<file path="src/rtl/tdac_pkg.sv">
`default_nettype none
package tdac_pkg;

  // time limits
  localparam int unsigned HOURS_PER_DAY   = 24;
  localparam int unsigned MINUTES_PER_HR  = 60;
  localparam int unsigned SECONDS_PER_MIN = 60;

  // shutoff used when the limit register holds zero
  localparam logic [15:0] DEFAULT_SHUTOFF = 16'd60;
  localparam logic [15:0] ELAPSED_MAX     = 16'hFFFF;

  // configuration register map
  localparam int unsigned CFG_ADDR_W = 4;
  localparam int unsigned CFG_DATA_W = 32;

  typedef enum logic [1:0] {
    REG_ALARM_HOUR    = 2'd0,
    REG_ALARM_MINUTE  = 2'd1,
    REG_ALARM_ON      = 2'd2,
    REG_SHUTOFF_LIMIT = 2'd3
  } tdac_reg_t;

  // item modes
  typedef enum logic [2:0] {
    MODE_TICK       = 3'd0,
    MODE_SET_HMS    = 3'd1,
    MODE_SET_HM     = 3'd2,
    MODE_RING_START = 3'd3,
    MODE_RING_STOP  = 3'd4
  } tdac_mode_t;

  typedef struct packed {
    logic [2:0] mode;
    logic [7:0] set_hour;
    logic [7:0] set_minute;
    logic [7:0] set_second;
  } tdac_in_t;

  typedef struct packed {
    logic [4:0] hour_now;
    logic [5:0] minute_now;
    logic [5:0] second_now;
    logic       alarm_match;
    logic       ringing;
  } tdac_out_t;

  typedef struct packed {
    logic [4:0]  alarm_hour;
    logic [5:0]  alarm_minute;
    logic        alarm_on;
    logic [15:0] shutoff_limit;
  } tdac_cfg_t;

  // x mod 24 = 8 * ((x >> 3) mod 3) + x[2:0]
  function automatic logic [4:0] mod24_8(input logic [7:0] x);
    logic [4:0] y;
    logic [8:0] p;
    logic [3:0] q;
    logic [4:0] r;
    y = x[7:3];
    p = {4'd0, y} * 9'd11;
    q = p[8:5];
    r = y - ({1'b0, q} + {q, 1'b0});
    return {r[1:0], x[2:0]};
  endfunction

  // x mod 60 over an 8-bit value by compare and subtract
  function automatic logic [5:0] mod60_8(input logic [7:0] x);
    logic [7:0] d;
    if (x >= 8'd240)      d = x - 8'd240;
    else if (x >= 8'd180) d = x - 8'd180;
    else if (x >= 8'd120) d = x - 8'd120;
    else if (x >= 8'd60)  d = x - 8'd60;
    else                  d = x;
    return d[5:0];
  endfunction

endpackage
`default_nettype wire

</file>
<file path="src/rtl/time_of_day_alarm_counter.sv">
// an accepted input transaction is held in the input register, its result in the
// result register on out_data; throughput: one transaction per cycle unless out_stall
// backs up; time and ring state update in one tdac_core pass between both registers
// reset: rst_n is synchronous, active low; clears time, ring state and both
// pipeline valids; alarm registers go to 0 and shutoff_limit to 60
`default_nettype none
module time_of_day_alarm_counter #(
  parameter logic [15:0] DEFAULT_SHUTOFF = tdac_pkg::DEFAULT_SHUTOFF
) (
  input  wire logic                             clk,
  input  wire logic                             rst_n,
  // input channel
  input  wire logic                             in_valid,
  output logic                                  in_stall,
  input  wire tdac_pkg::tdac_in_t               in_data,
  // result channel
  output logic                                  out_valid,
  input  wire logic                             out_stall,
  output tdac_pkg::tdac_out_t                   out_data,
  // apb-style configuration port
  input  wire logic                             cfg_psel,
  input  wire logic                             cfg_penable,
  input  wire logic                             cfg_pwrite,
  input  wire logic [tdac_pkg::CFG_ADDR_W-1:0]  cfg_paddr,
  input  wire logic [tdac_pkg::CFG_DATA_W-1:0]  cfg_pwdata,
  output logic      [tdac_pkg::CFG_DATA_W-1:0]  cfg_prdata,
  output logic                                  cfg_pready
);

  tdac_pkg::tdac_cfg_t cfg;

  // input register stage
  logic               in_valid_r, in_valid_nxt;
  tdac_pkg::tdac_in_t in_data_r;

  // result register stage
  logic                out_valid_r, out_valid_nxt;
  tdac_pkg::tdac_out_t out_data_r;
  tdac_pkg::tdac_out_t res;

  logic in_take;
  logic advance;

  // the held item moves on whenever the result register is free or draining
  assign advance  = in_valid_r && !(out_valid_r && out_stall);
  // stall only while the input register is full and cannot move
  assign in_stall = in_valid_r && out_valid_r && out_stall;
  assign in_take  = in_valid && !in_stall;

  assign out_valid = out_valid_r;
  assign out_data  = out_data_r;

  tdac_regs u_regs (
    .clk         (clk),
    .rst_n       (rst_n),
    .cfg_psel    (cfg_psel),
    .cfg_penable (cfg_penable),
    .cfg_pwrite  (cfg_pwrite),
    .cfg_paddr   (cfg_paddr),
    .cfg_pwdata  (cfg_pwdata),
    .cfg_prdata  (cfg_prdata),
    .cfg_pready  (cfg_pready),
    .cfg         (cfg)
  );

  // state update and result for the item in the input register
  tdac_core #(
    .DEFAULT_SHUTOFF (DEFAULT_SHUTOFF)
  ) u_core (
    .clk     (clk),
    .rst_n   (rst_n),
    .advance (advance),
    .item    (in_data_r),
    .cfg     (cfg),
    .res     (res)
  );

  always_comb begin
    if (in_take)      in_valid_nxt = 1'b1;
    else if (advance) in_valid_nxt = 1'b0;
    else              in_valid_nxt = in_valid_r;

    if (advance)         out_valid_nxt = 1'b1;
    else if (!out_stall) out_valid_nxt = 1'b0;
    else                 out_valid_nxt = out_valid_r;
  end

  always_ff @(posedge clk) begin
    if (!rst_n) begin
      in_valid_r  <= 1'b0;
      out_valid_r <= 1'b0;
    end else begin
      in_valid_r  <= in_valid_nxt;
      out_valid_r <= out_valid_nxt;
    end
  end

  // payload registers, no reset needed
  always_ff @(posedge clk) begin
    if (in_take) begin
      in_data_r <= in_data;
    end
    if (advance) begin
      out_data_r <= res;
    end
  end

endmodule
`default_nettype wire

</file>
<file path="src/rtl/tdac_regs.sv">
`default_nettype none
module tdac_regs (
  input  wire logic                                clk,
  input  wire logic                                rst_n,
  input  wire logic                                cfg_psel,
  input  wire logic                                cfg_penable,
  input  wire logic                                cfg_pwrite,
  input  wire logic [tdac_pkg::CFG_ADDR_W-1:0]     cfg_paddr,
  input  wire logic [tdac_pkg::CFG_DATA_W-1:0]     cfg_pwdata,
  output logic      [tdac_pkg::CFG_DATA_W-1:0]     cfg_prdata,
  output logic                                     cfg_pready,
  output tdac_pkg::tdac_cfg_t                      cfg
);

  tdac_pkg::tdac_cfg_t cfg_r;
  tdac_pkg::tdac_cfg_t cfg_nxt;
  tdac_pkg::tdac_reg_t reg_sel;
  logic                wr_en;

  assign reg_sel    = tdac_pkg::tdac_reg_t'(cfg_paddr[3:2]);
  assign wr_en      = cfg_psel && cfg_penable && cfg_pwrite;
  assign cfg_pready = 1'b1;
  assign cfg        = cfg_r;

  always_comb begin
    cfg_nxt = cfg_r;
    if (wr_en) begin
      unique case (reg_sel)
        tdac_pkg::REG_ALARM_HOUR:    cfg_nxt.alarm_hour    = cfg_pwdata[4:0];
        tdac_pkg::REG_ALARM_MINUTE:  cfg_nxt.alarm_minute  = cfg_pwdata[5:0];
        tdac_pkg::REG_ALARM_ON:      cfg_nxt.alarm_on      = cfg_pwdata[0];
        tdac_pkg::REG_SHUTOFF_LIMIT: cfg_nxt.shutoff_limit = cfg_pwdata[15:0];
        default: ;
      endcase
    end
  end

  always_comb begin
    unique case (reg_sel)
      tdac_pkg::REG_ALARM_HOUR:    cfg_prdata = {27'd0, cfg_r.alarm_hour};
      tdac_pkg::REG_ALARM_MINUTE:  cfg_prdata = {26'd0, cfg_r.alarm_minute};
      tdac_pkg::REG_ALARM_ON:      cfg_prdata = {31'd0, cfg_r.alarm_on};
      tdac_pkg::REG_SHUTOFF_LIMIT: cfg_prdata = {16'd0, cfg_r.shutoff_limit};
      default:                     cfg_prdata = '0;
    endcase
  end

  always_ff @(posedge clk) begin
    if (!rst_n) begin
      cfg_r.alarm_hour    <= '0;
      cfg_r.alarm_minute  <= '0;
      cfg_r.alarm_on      <= 1'b0;
      cfg_r.shutoff_limit <= 16'd60;
    end else begin
      cfg_r <= cfg_nxt;
    end
  end

endmodule
`default_nettype wire

</file>
<file path="src/rtl/tdac_core.sv">
`default_nettype none
module tdac_core #(
  parameter logic [15:0] DEFAULT_SHUTOFF = tdac_pkg::DEFAULT_SHUTOFF
) (
  input  wire logic                clk,
  input  wire logic                rst_n,
  input  wire logic                advance,
  input  wire tdac_pkg::tdac_in_t  item,
  input  wire tdac_pkg::tdac_cfg_t cfg,
  output tdac_pkg::tdac_out_t      res
);

  logic [4:0]  hour_r,    hour_nxt;
  logic [5:0]  minute_r,  minute_nxt;
  logic [5:0]  second_r,  second_nxt;
  logic        ring_r,    ring_nxt;
  logic [15:0] elapsed_r, elapsed_nxt;

  logic [15:0] elapsed_inc;
  logic [15:0] limit;

  assign limit       = (cfg.shutoff_limit == '0) ? DEFAULT_SHUTOFF
                                                  : cfg.shutoff_limit;
  assign elapsed_inc = (elapsed_r == tdac_pkg::ELAPSED_MAX) ? elapsed_r
                                                            : elapsed_r + 16'd1;

  always_comb begin
    hour_nxt    = hour_r;
    minute_nxt  = minute_r;
    second_nxt  = second_r;
    ring_nxt    = ring_r;
    elapsed_nxt = elapsed_r;
    unique case (tdac_pkg::tdac_mode_t'(item.mode))
      tdac_pkg::MODE_TICK: begin
        // cascaded seconds / minutes / hours rollover
        if (second_r == 6'(tdac_pkg::SECONDS_PER_MIN - 1)) begin
          second_nxt = '0;
          if (minute_r == 6'(tdac_pkg::MINUTES_PER_HR - 1)) begin
            minute_nxt = '0;
            hour_nxt   = (hour_r == 5'(tdac_pkg::HOURS_PER_DAY - 1)) ? '0
                                                                     : hour_r + 5'd1;
          end else begin
            minute_nxt = minute_r + 6'd1;
          end
        end else begin
          second_nxt = second_r + 6'd1;
        end
        // ring timer, saturating, auto stop at limit
        if (ring_r) begin
          if (elapsed_inc >= limit) begin
            ring_nxt    = 1'b0;
            elapsed_nxt = '0;
          end else begin
            elapsed_nxt = elapsed_inc;
          end
        end
      end
      tdac_pkg::MODE_SET_HMS: begin
        hour_nxt   = tdac_pkg::mod24_8(item.set_hour);
        minute_nxt = tdac_pkg::mod60_8(item.set_minute);
        second_nxt = tdac_pkg::mod60_8(item.set_second);
      end
      tdac_pkg::MODE_SET_HM: begin
        hour_nxt   = tdac_pkg::mod24_8(item.set_hour);
        minute_nxt = tdac_pkg::mod60_8(item.set_minute);
        second_nxt = '0;
      end
      tdac_pkg::MODE_RING_START: begin
        ring_nxt    = 1'b1;
        elapsed_nxt = '0;
      end
      tdac_pkg::MODE_RING_STOP: begin
        ring_nxt    = 1'b0;
        elapsed_nxt = '0;
      end
      default: ;
    endcase
  end

  always_comb begin
    res.hour_now    = hour_nxt;
    res.minute_now  = minute_nxt;
    res.second_now  = second_nxt;
    res.alarm_match = cfg.alarm_on && (hour_nxt == cfg.alarm_hour) &&
                      (minute_nxt == cfg.alarm_minute) && (second_nxt == '0);
    res.ringing     = ring_nxt;
  end

  always_ff @(posedge clk) begin
    if (!rst_n) begin
      hour_r    <= '0;
      minute_r  <= '0;
      second_r  <= '0;
      ring_r    <= 1'b0;
      elapsed_r <= '0;
    end else if (advance) begin
      hour_r    <= hour_nxt;
      minute_r  <= minute_nxt;
      second_r  <= second_nxt;
      ring_r    <= ring_nxt;
      elapsed_r <= elapsed_nxt;
    end
  end

endmodule
`default_nettype wire
</file>
<file path="config.mk">
export PLATFORM = sky130hd
export DESIGN_NAME = time_of_day_alarm_counter
export DESIGN_NICKNAME = d
export VERILOG_FILES = /design/src/rtl/tdac_pkg.sv /design/src/rtl/time_of_day_alarm_counter.sv /design/src/rtl/tdac_regs.sv /design/src/rtl/tdac_core.sv
export SDC_FILE = /design/constraint.sdc
export NUM_CORES = 1
export LEC_CHECK = 0
export ABC_AREA = 1
export BUFFER_PORTS_ARGS = -buffer_cell sky130_fd_sc_hd__buf_2
export CORE_MARGIN = 2
export CORE_UTILIZATION = 50
export DETAILED_ROUTE_END_ITERATION = 7
export PLACE_DENSITY = 0.75
export SLEW_MARGIN = 30
export SYNTH_ARGS = -nofsm -noshare
export SYNTH_HDL_FRONTEND = slang
export SYNTH_SLANG_ARGS = --single-unit
</file>
<file path="constraint.sdc">
create_clock -name clk -period 8.26 [get_ports clk]
set_input_delay 0.826 -clock clk [delete_from_list [all_inputs] [get_ports clk]]
set_output_delay 0.826 -clock clk [all_outputs]
set_load 0.02 [all_outputs]
</file>
**Word-level counts from Yosys, hierarchy flattened**

Index checks and enable logic that the tools add are counted.

- Bits in registers: 110
- Bits of input ports: 70
- Output and inout bits: 54
- Logic and storage cells: 114

- Add/subtract/negate cells: 14
- $mul: 1
- Order comparisons: 9
- Equal/unequal tests: 15
- Muxes and demuxes: 30
- Reduce and logical (&&, ||, !) cells: 25

Operator list:

| kind | number |
|---|---|
| $pmux W32 S4 | 1 |
| $mux W6 | 11 |
| $mux W16 | 4 |
| $sub A6 B6 Y6 const B | 8 |
| $ge A8 B8 Y1 const B | 4 |
| $pmux W16 S2 | 1 |
| $pmux W6 S3 | 1 |
| $add A16 B1 Y16 const B | 1 |
| $eq A16 B16 Y1 const B | 1 |
| $ge A16 B16 Y1 | 1 |
| $ge A8 B6 Y1 const B | 2 |
| $ge A8 B7 Y1 const B | 2 |
| $logic_not A16 Y1 | 1 |
| $mux W5 | 3 |
| $add A6 B1 Y6 const B | 2 |
| $eq A6 B6 Y1 const B | 2 |
| $pmux W6 S2 | 1 |
| $logic_and A1 B1 Y1 | 10 |
| $pmux W5 S2 | 1 |
| $reduce_and A2 Y1 | 4 |
| $mul A5 B4 Y7 const B | 1 |
| $eq A3 B2 Y1 const B | 2 |
| $eq A6 B6 Y1 | 1 |
| $logic_not A6 Y1 | 1 |
| 18 further kinds | 28 |

**Longest topological paths before layout**

Gate-level depths: netlist of run 1.

- Depth after elaboration: 9
- Mapped depth: 25
- Mapped depth without buffers: 25

**Hierarchy**

Synthesis of run 1 repeated with hierarchy kept, for this count alone.

- Cells, all modules: 1,055
- Area total of the unflattened synthesis: 7,403.4 um^2

By module, submodules not included:

| module | instances | cells each | area each (um^2) | seq. area each (um^2) |
|---|---|---|---|---|
| tdac_core | 1 | 757 | 4,424.2 | 680.7 |
| tdac_regs | 1 | 239 | 1,502.7 | 560.5 |
| time_of_day_alarm_counter | 1 | 59 | 1,476.4 | 1,421.4 |

**Least setup slack after synthesis of run 1**

No wires, ideal clock.

- Kind: register to register
- Start: reg in_data_r[20] (netlist name)
- End: reg out_data_r (netlist bit out_data[1]), data pin
- Setup time: 0.251 ns
- Arrival: 3.425 ns
- Required time: 8.009 ns
- Slack: 4.584 ns
- Cell stages (with the launch flop): 25
- Path buffers: 0
- Clock period less this slack: 3.676 ns
- Path through: edfxtp_1 ha_1 fa_1 ha_1 nand2_1 o21ai_0 xor2_1 inv_1 ha_1 inv_1 ha_1 nor2_1 inv_1 nand2_1 nand3b_1 nand2_1 inv_1 nand3_1 nand3_1 nand2_1 nand2_1 nand2_1 nand2_1 nand3_1 nor2_1

RTL lines:

| element | RTL line | text |
|---|---|---|
| start, declared | time_of_day_alarm_counter.sv:34 | `tdac_pkg::tdac_in_t in_data_r;` |
| start signal, assigned | time_of_day_alarm_counter.sv:101 | `in_data_r <= in_data;` |
| end signal, assigned | time_of_day_alarm_counter.sv:104 | `out_data_r <= res;` |
| end, declared | time_of_day_alarm_counter.sv:38 | `tdac_pkg::tdac_out_t out_data_r;` |

==> results_dict.tcl, run 1 <==
set metrics [dict create \
    grt_antenna_before_repair 0 \
    layout_common_cells "231 x nand2_1, 123 x inv_1, 95 x nor2_1, 88 x buf_2, 74 x a21oi_1" \
    die_area_um2 14900 \
    clock_slew_seen_by_the_registers_of_the_worst_setup_and_hold_paths_ns 0.07 \
    overflow 0 \
    grtUsageTotal 0.225 \
    drc_errors 0 \
    vias_per_cell 5.13 \
    post_route_cells_drive_above_1_share 0.131 \
    layout-area-overhead-vs-synth_pct 11.7 \
    worst_max_slew_pin_slew_ns 0.697 \
    worstHoldPathType "reg -> reg" \
    final_common_cell "nand2_1" \
    place_inst 1195 \
    wire_length_of_the_first_global_routing_pass_mm 26.6 \
    worst_r2r_startpoint "in_data_r[20]$_DFFE_PP_" \
    first_global_vias 5838 \
    cts_setup_buffers 0 \
    required_ns 8.37 \
    drt_pass1_iterations 5 \
    drt_iter0_markers 408 \
    core_box_area_um2 13700 \
    clock_tree_from_tritoncts "done" \
    ys_types 44 \
    route.vias.total 6216 \
    diodes 0 \
    synth_top_flop_cell "dfxtp_1" \
    die_width_um 122 \
    cp-startpoint "in_data_r[20]$_DFFE_PP_" \
    worst_setup_path_end_kind "flip-flop" \
    final.setup.tns_ns 0 \
    count_of_endpoints_failing_setup_in_the_final_report 0 \
    cts_made_buffers 9 \
    slew_violations 0 \
    place_hpwl_mm 12.1 \
    grt_max_degree 39 \
    dpl_worst_slack_ns 4.14 \
    layout.nets 1143 \
    timing.slew.headroom 0.534 \
    tritoncts_num_sinks 110 \
    clock_latency_ns 0.36 \
    finalHoldViolCount 0 \
    htreeDepth 3 \
    synth_seq_cells 110 \
    postCtsResizedCells 0 \
    timing.hold.worst.start "u_core.ring_r$_SDFFE_PN0P_" \
    skew_ns 0.0128 \
    grt_setup_unrepaired "false" \
    min_period_over_period 0.506 \
    power_density_nw_per_um2 163 \
    yosys_warnings 0 \
    biggest_fanout_along_the_worst_timing_path 6 \
    fmax_ghz 0.239 \
    maxCapViolations 0 \
    cp.arrival_ns 4.29 \
    totalWireLength_mm 15.9 \
    cts-hold-fix-buffers 0 \
    io_pins 124 \
    globalplace.congestion 0.892 \
    netlist_area_um2 6960 \
    synthesis.area_per_instance_um2 7.36 \
    clock_path_buffers 2 \
    status "finished clean" \
    postLayoutSetupSlackWorst_ns 4.08 \
    wl_per_cell_um 13.1 \
    worstSetupStartpointType "flip-flop" \
    die_extent_in_y_um 122 \
    timing.setup.critical_path_class "reg -> reg" \
    maximum_resistive_drop_on_vdd_v 0.000108 \
    initial_utilization 0.507 \
    port-buffer-count 88 \
    synth_sequential_area_ratio 0.383 \
    power.leakage_nw 3.81 \
    floorplan.rows 43 \
    final_cell_count_no_fill 1211 \
    antenna_left 0 \
    synth_enable_flop_cells 46 \
    syn-instance-count 945 \
    clock_tree.root_cell "clkbuf_16" \
    finalCriticalPeriod_ns 4.18 \
    async_reset_ff_frac 0 \
]
## kinds of logic after synthesis
group                      synth area share
adders and majority gates            0.0856
and+or+nand+nor                       0.272
other                               0.00108
DFF                                   0.383
AOI/OAI and AO/OA                     0.125
buffers and inverters                0.0996
xor gates and xnor gates             0.0340
## metrics by stage
step           hold slack, ns  instance area (µm²)  utilization  power, mW
6_report                0.487                 7780        0.567       1.27
5_1_grt                 0.519                 7780        0.567       1.34
4_1_cts                 0.488                 7780        0.567       1.28
3_5_place_dp            0.478                 7490        0.546      0.856
3_3_place_gp            0.471                 7490        0.546      0.851
2_1_floorplan           0.438                 7020            -      0.798
## sequential cells by signal, summed over array words and instances (netlist names)
register          cells
in_data_r            27
in_valid_r            1
out_data             19
out_valid             1
u_core.elapsed_r     16
u_core.hour_r         5
u_core.minute_r       6
u_core.ring_r         1
u_core.second_r       6
u_regs.cfg           28
## Yosys cell counts, types with 2 or more instances
library cell | n | area, µm²
clkinv_1 | 2 | 7.51
nand2_2 | 6 | 37.5
xnor2_1 | 8 | 70.1
nor2_2 | 4 | 25.0
nor2_1 | 96 | 360
conb_1 | 2 | 7.51
edfxtp_1 | 46 | 1380
buf_4 | 19 | 143
inv_1 | 125 | 469
a22oi_1 | 9 | 67.6
o211ai_1 | 5 | 37.5
nor2_4 | 2 | 22.5
o21ai_1 | 5 | 25.0
nor3_1 | 5 | 25.0
nand2_1 | 231 | 867
buf_2 | 2 | 10.0
xor2_1 | 19 | 166
o21ai_0 | 52 | 260
ha_1 | 46 | 576
inv_2 | 4 | 15.0
o21bai_1 | 2 | 15.0
nand3_2 | 3 | 30.0
nand4_1 | 13 | 81.3
a21oi_1 | 74 | 370
nand4_2 | 3 | 37.5
a31oi_1 | 5 | 31.3
nand3b_1 | 6 | 45.0
nand3_1 | 57 | 285
dfxtp_1 | 64 | 1280
o221ai_1 | 4 | 35.0
clkbuf_1 | 13 | 48.8
## final cells by class
type / count / area [µm²]
clock buffers: 12 / 258
well taps: 180 / 225
multi-input cells: 685 / 3660
inverters: 131 / 492
clock inverters: 4 / 28.8
repair buffers: 89 / 448
flip-flops and latches: 110 / 2660
fillers: 1305 / 5940
## where the power goes
| group | internal [mW] | switching (mW) | leakage [nW] |
|---|---|---|---|
| Combinational | 0.0792 | 0.153 | 2.70 |
| Sequential | 0.594 | 0.0207 | 0.965 |
| Clock | 0.224 | 0.199 | 0.146 |
## final timing paths
path                                end  slack (ns)  depth (start not counted)
max               out_data[1]$_DFFE_PP_        4.08                         24
min          u_core.ring_r$_SDFFE_PN0P_        0.49                          2
max reg2reg       out_data[1]$_DFFE_PP_        4.08                         24
min reg2reg  u_core.ring_r$_SDFFE_PN0P_        0.49                          2
## layer usage
layer	global-route usage	wire, µm	vias to the layer above
li1	-	-	3229
met1	0.272	6980	2804
met2	0.390	7750	150
met3	0.0482	725	33
met4	0.0884	420	0
met5	0	0	-
## critical path, cell delays in order (launching register included)
cell and delay [ns]:
edfxtp_1 0.49, ha_1 0.36, fa_1 0.47, ha_1 0.31, nand2_1 0.05, o21ai_0 0.28, xor2_1 0.23, inv_1 0.06
ha_1 0.29, inv_1 0.05, ha_1 0.16, nor2_1 0.14, inv_1 0.05, nand2_1 0.09, nand3b_1 0.10, nand2_1 0.09
inv_1 0.04, nand3_1 0.07, nand3_1 0.08, nand2_1 0.13, nand2_1 0.11, nand2_1 0.07, nand2_1 0.07, nand3_1 0.09
nor2_1 0.05
Power figures use the tool's default switching activity.
==> run 2, diff against run 1 <==
--- a/config.mk
+++ b/config.mk
@@ -5,12 +5,12 @@
 export SDC_FILE = /design/constraint.sdc
 export NUM_CORES = 1
 export LEC_CHECK = 0
-export ABC_AREA = 1
+export ABC_AREA = 0
 export BUFFER_PORTS_ARGS = -buffer_cell sky130_fd_sc_hd__buf_2
 export CORE_MARGIN = 2
 export CORE_UTILIZATION = 50
 export DETAILED_ROUTE_END_ITERATION = 7
-export PLACE_DENSITY = 0.75
+export PLACE_DENSITY = 0.77
 export SLEW_MARGIN = 30
 export SYNTH_ARGS = -nofsm -noshare
 export SYNTH_HDL_FRONTEND = slang
==> constraint.sdc (replaced) <==
create_clock -name clk -period 3.7 [get_ports clk]
set_input_delay 0.37 -clock clk [delete_from_list [all_inputs] [get_ports clk]]
set_output_delay 0.37 -clock clk [all_outputs]
set_load 0.02 [all_outputs]
==> results_dict.tcl, run 2 <==
set metrics [dict create \
    syn-instance-count 810 \
    layout-area-overhead-vs-synth_pct 15.5 \
    timing.slew.headroom 0.383 \
    biggest_fanout_along_the_worst_timing_path 2 \
    cp.arrival_ns 4.08 \
    route.vias.total 6301 \
    worst_path_dominant_cell_family "adder cells" \
    power_density_nw_per_um2 356 \
    ys_types 81 \
    timing.reg2reg.worst_path_depth 16 \
    async_reset_ff_frac 0 \
    clock_tree_from_tritoncts "done" \
    slowest_delay_ns 0.44 \
    yosys_warnings 0 \
    clock_path_buffers 2 \
    largest_register_ff_count 28 \
    post_route_cells_drive_above_1_share 0.195 \
    critical_path.endpoint "out_data[1]$_DFFE_PP_" \
    yosys-top-cells-count "105 x nand2_1, 64 x dfxtp_1, 62 x nor2_1, 46 x edfxtp_1, 46 x ha_1" \
    min_period_over_period 1.05 \
    slew_violations 0 \
    final.setup.tns_ns -0.184 \
    fin_util 0.593 \
    worst_path_most_repeated_cell "ha_1" \
    power.clock.fraction 0.331 \
    rr_endpoint "out_data[1]$_DFFE_PP_" \
    dpl_worst_slack_ns -0.255 \
    critical_path.n_buffers_inverters 1 \
    violations "setup timing" \
    clock_slew_seen_by_the_registers_of_the_worst_setup_and_hold_paths_ns 0.07 \
    most_frequently_used_cell_type_in_the_post_synthesis_netlist "nand2_1" \
    drc_errors 0 \
    pwr-share-seq 0.470 \
    sum_of_met3_wire_segment_lengths_after_detailed_routing_mm 1.21 \
    worstSetupStartpointType "flip-flop" \
    antenna_left 0 \
    vias_per_cell 5.79 \
    die_area_um2 15300 \
    clock_latency_ns 0.36 \
    overflow 0 \
    initial_utilization 0.514 \
    timing.setup.critical_path_class "reg -> reg" \
    maximum_resistive_drop_on_vdd_v 0.000305 \
    cp_num_cells 16 \
    netlist_area_um2 7160 \
    grt_setup_unrepaired "true" \
    finalHoldViolCount 0 \
    maxCapViolations 0 \
    io_pins 124 \
    rrSetupSlack_ns -0.18 \
    layout_common_cells "104 x nand2_1, 89 x buf_2, 60 x dfxtp_1, 59 x nor2_1, 46 x edfxtp_1" \
    fin_area_um2 8260 \
    status "finished with violations" \
    skew_ns 0.00571 \
    die_extent_in_y_um 124 \
    first_global_vias 5661 \
    synth_sequential_area_ratio 0.372 \
    count_of_endpoints_failing_setup_in_the_final_report 1 \
    final_common_cell "nand2_1" \
    switching_power_mw 0.827 \
    floorplan.rows 43 \
    internal-power_mw 2.12 \
    finalCriticalPeriod_ns 3.88 \
    dpl_cell_area_um2 7820 \
    met2_wirelength_mm 8.26 \
    post-synth-top-area-cell "edfxtp_1" \
    grt_antenna_before_repair 0 \
    wire_length_of_the_first_global_routing_pass_mm 28.5 \
    required_ns 3.89 \
    totalWireLength_mm 17.6 \
    power.leakage_nw 3.42 \
    wirelength_met1_mm 7.79 \
    fmax_ghz 0.257 \
    die_width_um 124 \
    port-buffer-count 88 \
    worst_setup_path_end_kind "flip-flop" \
    diodes 0 \
    synth.top_cell.area_share 0.193 \
    cts_made_buffers 9 \
    synth_top_flop_cell "dfxtp_1" \
    drt_iter0_markers 733 \
    htreeDepth 3 \
    tritoncts_num_sinks 110 \
    cp-startpoint "in_data_r[19]$_DFFE_PP_" \
    drt_pass1_iterations 5 \
    place_hpwl_mm 12.8 \
    worst_r2r_startpoint "in_data_r[19]$_DFFE_PP_" \
    synthTopCellsByArea "edfxtp_1 19%, dfxtp_1 18%, ha_1 8.0%" \
    grt_max_degree 52 \
    postLayoutSetupSlackWorst_ns -0.184 \
    globalplace.congestion 0.927 \
    topRoutingLayerUsed "met4" \
    critical_path.cell_chain "ha_1 -> ha_1 -> ha_1 -> a41o_1 -> a21oi_2 -> xnor2_1 -> ha_1 -> buf_4 -> ha_1 -> nor2_2 -> xnor2_2 -> xnor2_1 -> or4_1 -> o21ai_1 -> or4_4 -> nor4_4" \
    fillerInstances 1231 \
    wl_per_cell_um 16.1 \
    clock_tree.root_cell "clkbuf_16" \
    share_comb_of_total_power 0.200 \
    synth_seq_cells 110 \
    worstHoldPathType "in -> reg" \
    synthesis.area_per_instance_um2 8.84 \
    core_box_area_um2 13900 \
    grtUsageTotal 0.239 \
    power.share.switching 0.281 \
    layout.nets 1021 \
    timing.critical_path.slowest_stage_cell "or4_4" \
    worst_max_slew_pin_slew_ns 0.918 \
    synth_enable_flop_cells 46 \
]
[run 2: cell types whose count changed after synthesis, sizes merged, moves of 24 or more]
cell   before  now
inv       129   34
nand2     238  105
a21oi      75   30
nor2      103   63
nor2b       0   24
mux2i       0   25
nand3      60   27
[run 2: repair_timing]
item,in CTS,in global routing
setup endpoints to repair,1,17
hold buffers,0,0
gates cloned,0,1
pin swaps,0,9
setup buffers,0,6
resized for setup,3,20
[run 2: area by class of cell]
cell class              count  area, µm²  area share
inverters                  34        128      0.0154
well taps                 180        225      0.0273
multi-input cells         624       4230       0.512
clock buffers              10        229      0.0277
repair buffers            125        719      0.0871
flip-flops and latches    110       2670       0.323
clock inverters             6       61.3     0.00742
[run 2: worst min-delay path by stage]
| stage | endpoint | depth (start not counted) | startpoint |
|---|---|---|---|
| after global routing | in_data_r[22]$_DFFE_PP_ | 1 | in_data[22] |
| after detailed placement | u_regs.cfg[12]$_SDFFE_PN0P_ | 2 | u_regs.cfg[12]$_SDFFE_PN0P_ |
| final | in_data_r[11]$_DFFE_PP_ | 1 | in_data[11] |
| after CTS | in_data_r[11]$_DFFE_PP_ | 1 | in_data[11] |
| after floorplan | u_regs.cfg[16]$_SDFFE_PN0P_ | 2 | u_regs.cfg[16]$_SDFFE_PN0P_ |
| after global placement | u_regs.cfg[12]$_SDFFE_PN0P_ | 2 | u_regs.cfg[12]$_SDFFE_PN0P_ |
[run 2: through the flow]
step                      hold slack [ns]  instances  total power [mW]
after floorplan                     0.454        825              1.77
after global placement              0.468       1066              1.92
after detailed placement            0.473       1066              1.93
after CTS                           0.164       1082              2.92
after global routing                0.163       1089              3.07
final                               0.176       1089              2.94
[run 2: cell families after synthesis]
kind of cell	Yosys count	share of synthesized area
compound gates	182	0.176
xor+xnor	32	0.0392
fa+ha+maj	48	0.0846
buf+inv	91	0.0582
flops	110	0.372
mux	28	0.0413
other cells	2	0.00105
simple gates	317	0.227
[run 2: power groups by stage]
stage               registers (mW)  clock network [mW]  logic [mW]
global placement              1.41                   0       0.516
detailed placement            1.41                   0       0.527
floorplan                     1.40                   0       0.372
CTS                           1.38               0.996       0.539
finish                        1.38               0.973       0.587
global route                  1.39                1.04       0.647
[run 2: per-layer routing]
layer | track usage | vias to the layer above
li1 | - | 3094
met1 | 0.335 | 2933
met2 | 0.375 | 254
met3 | 0.0426 | 20
met4 | 0.0774 | 0
met5 | 0 | -
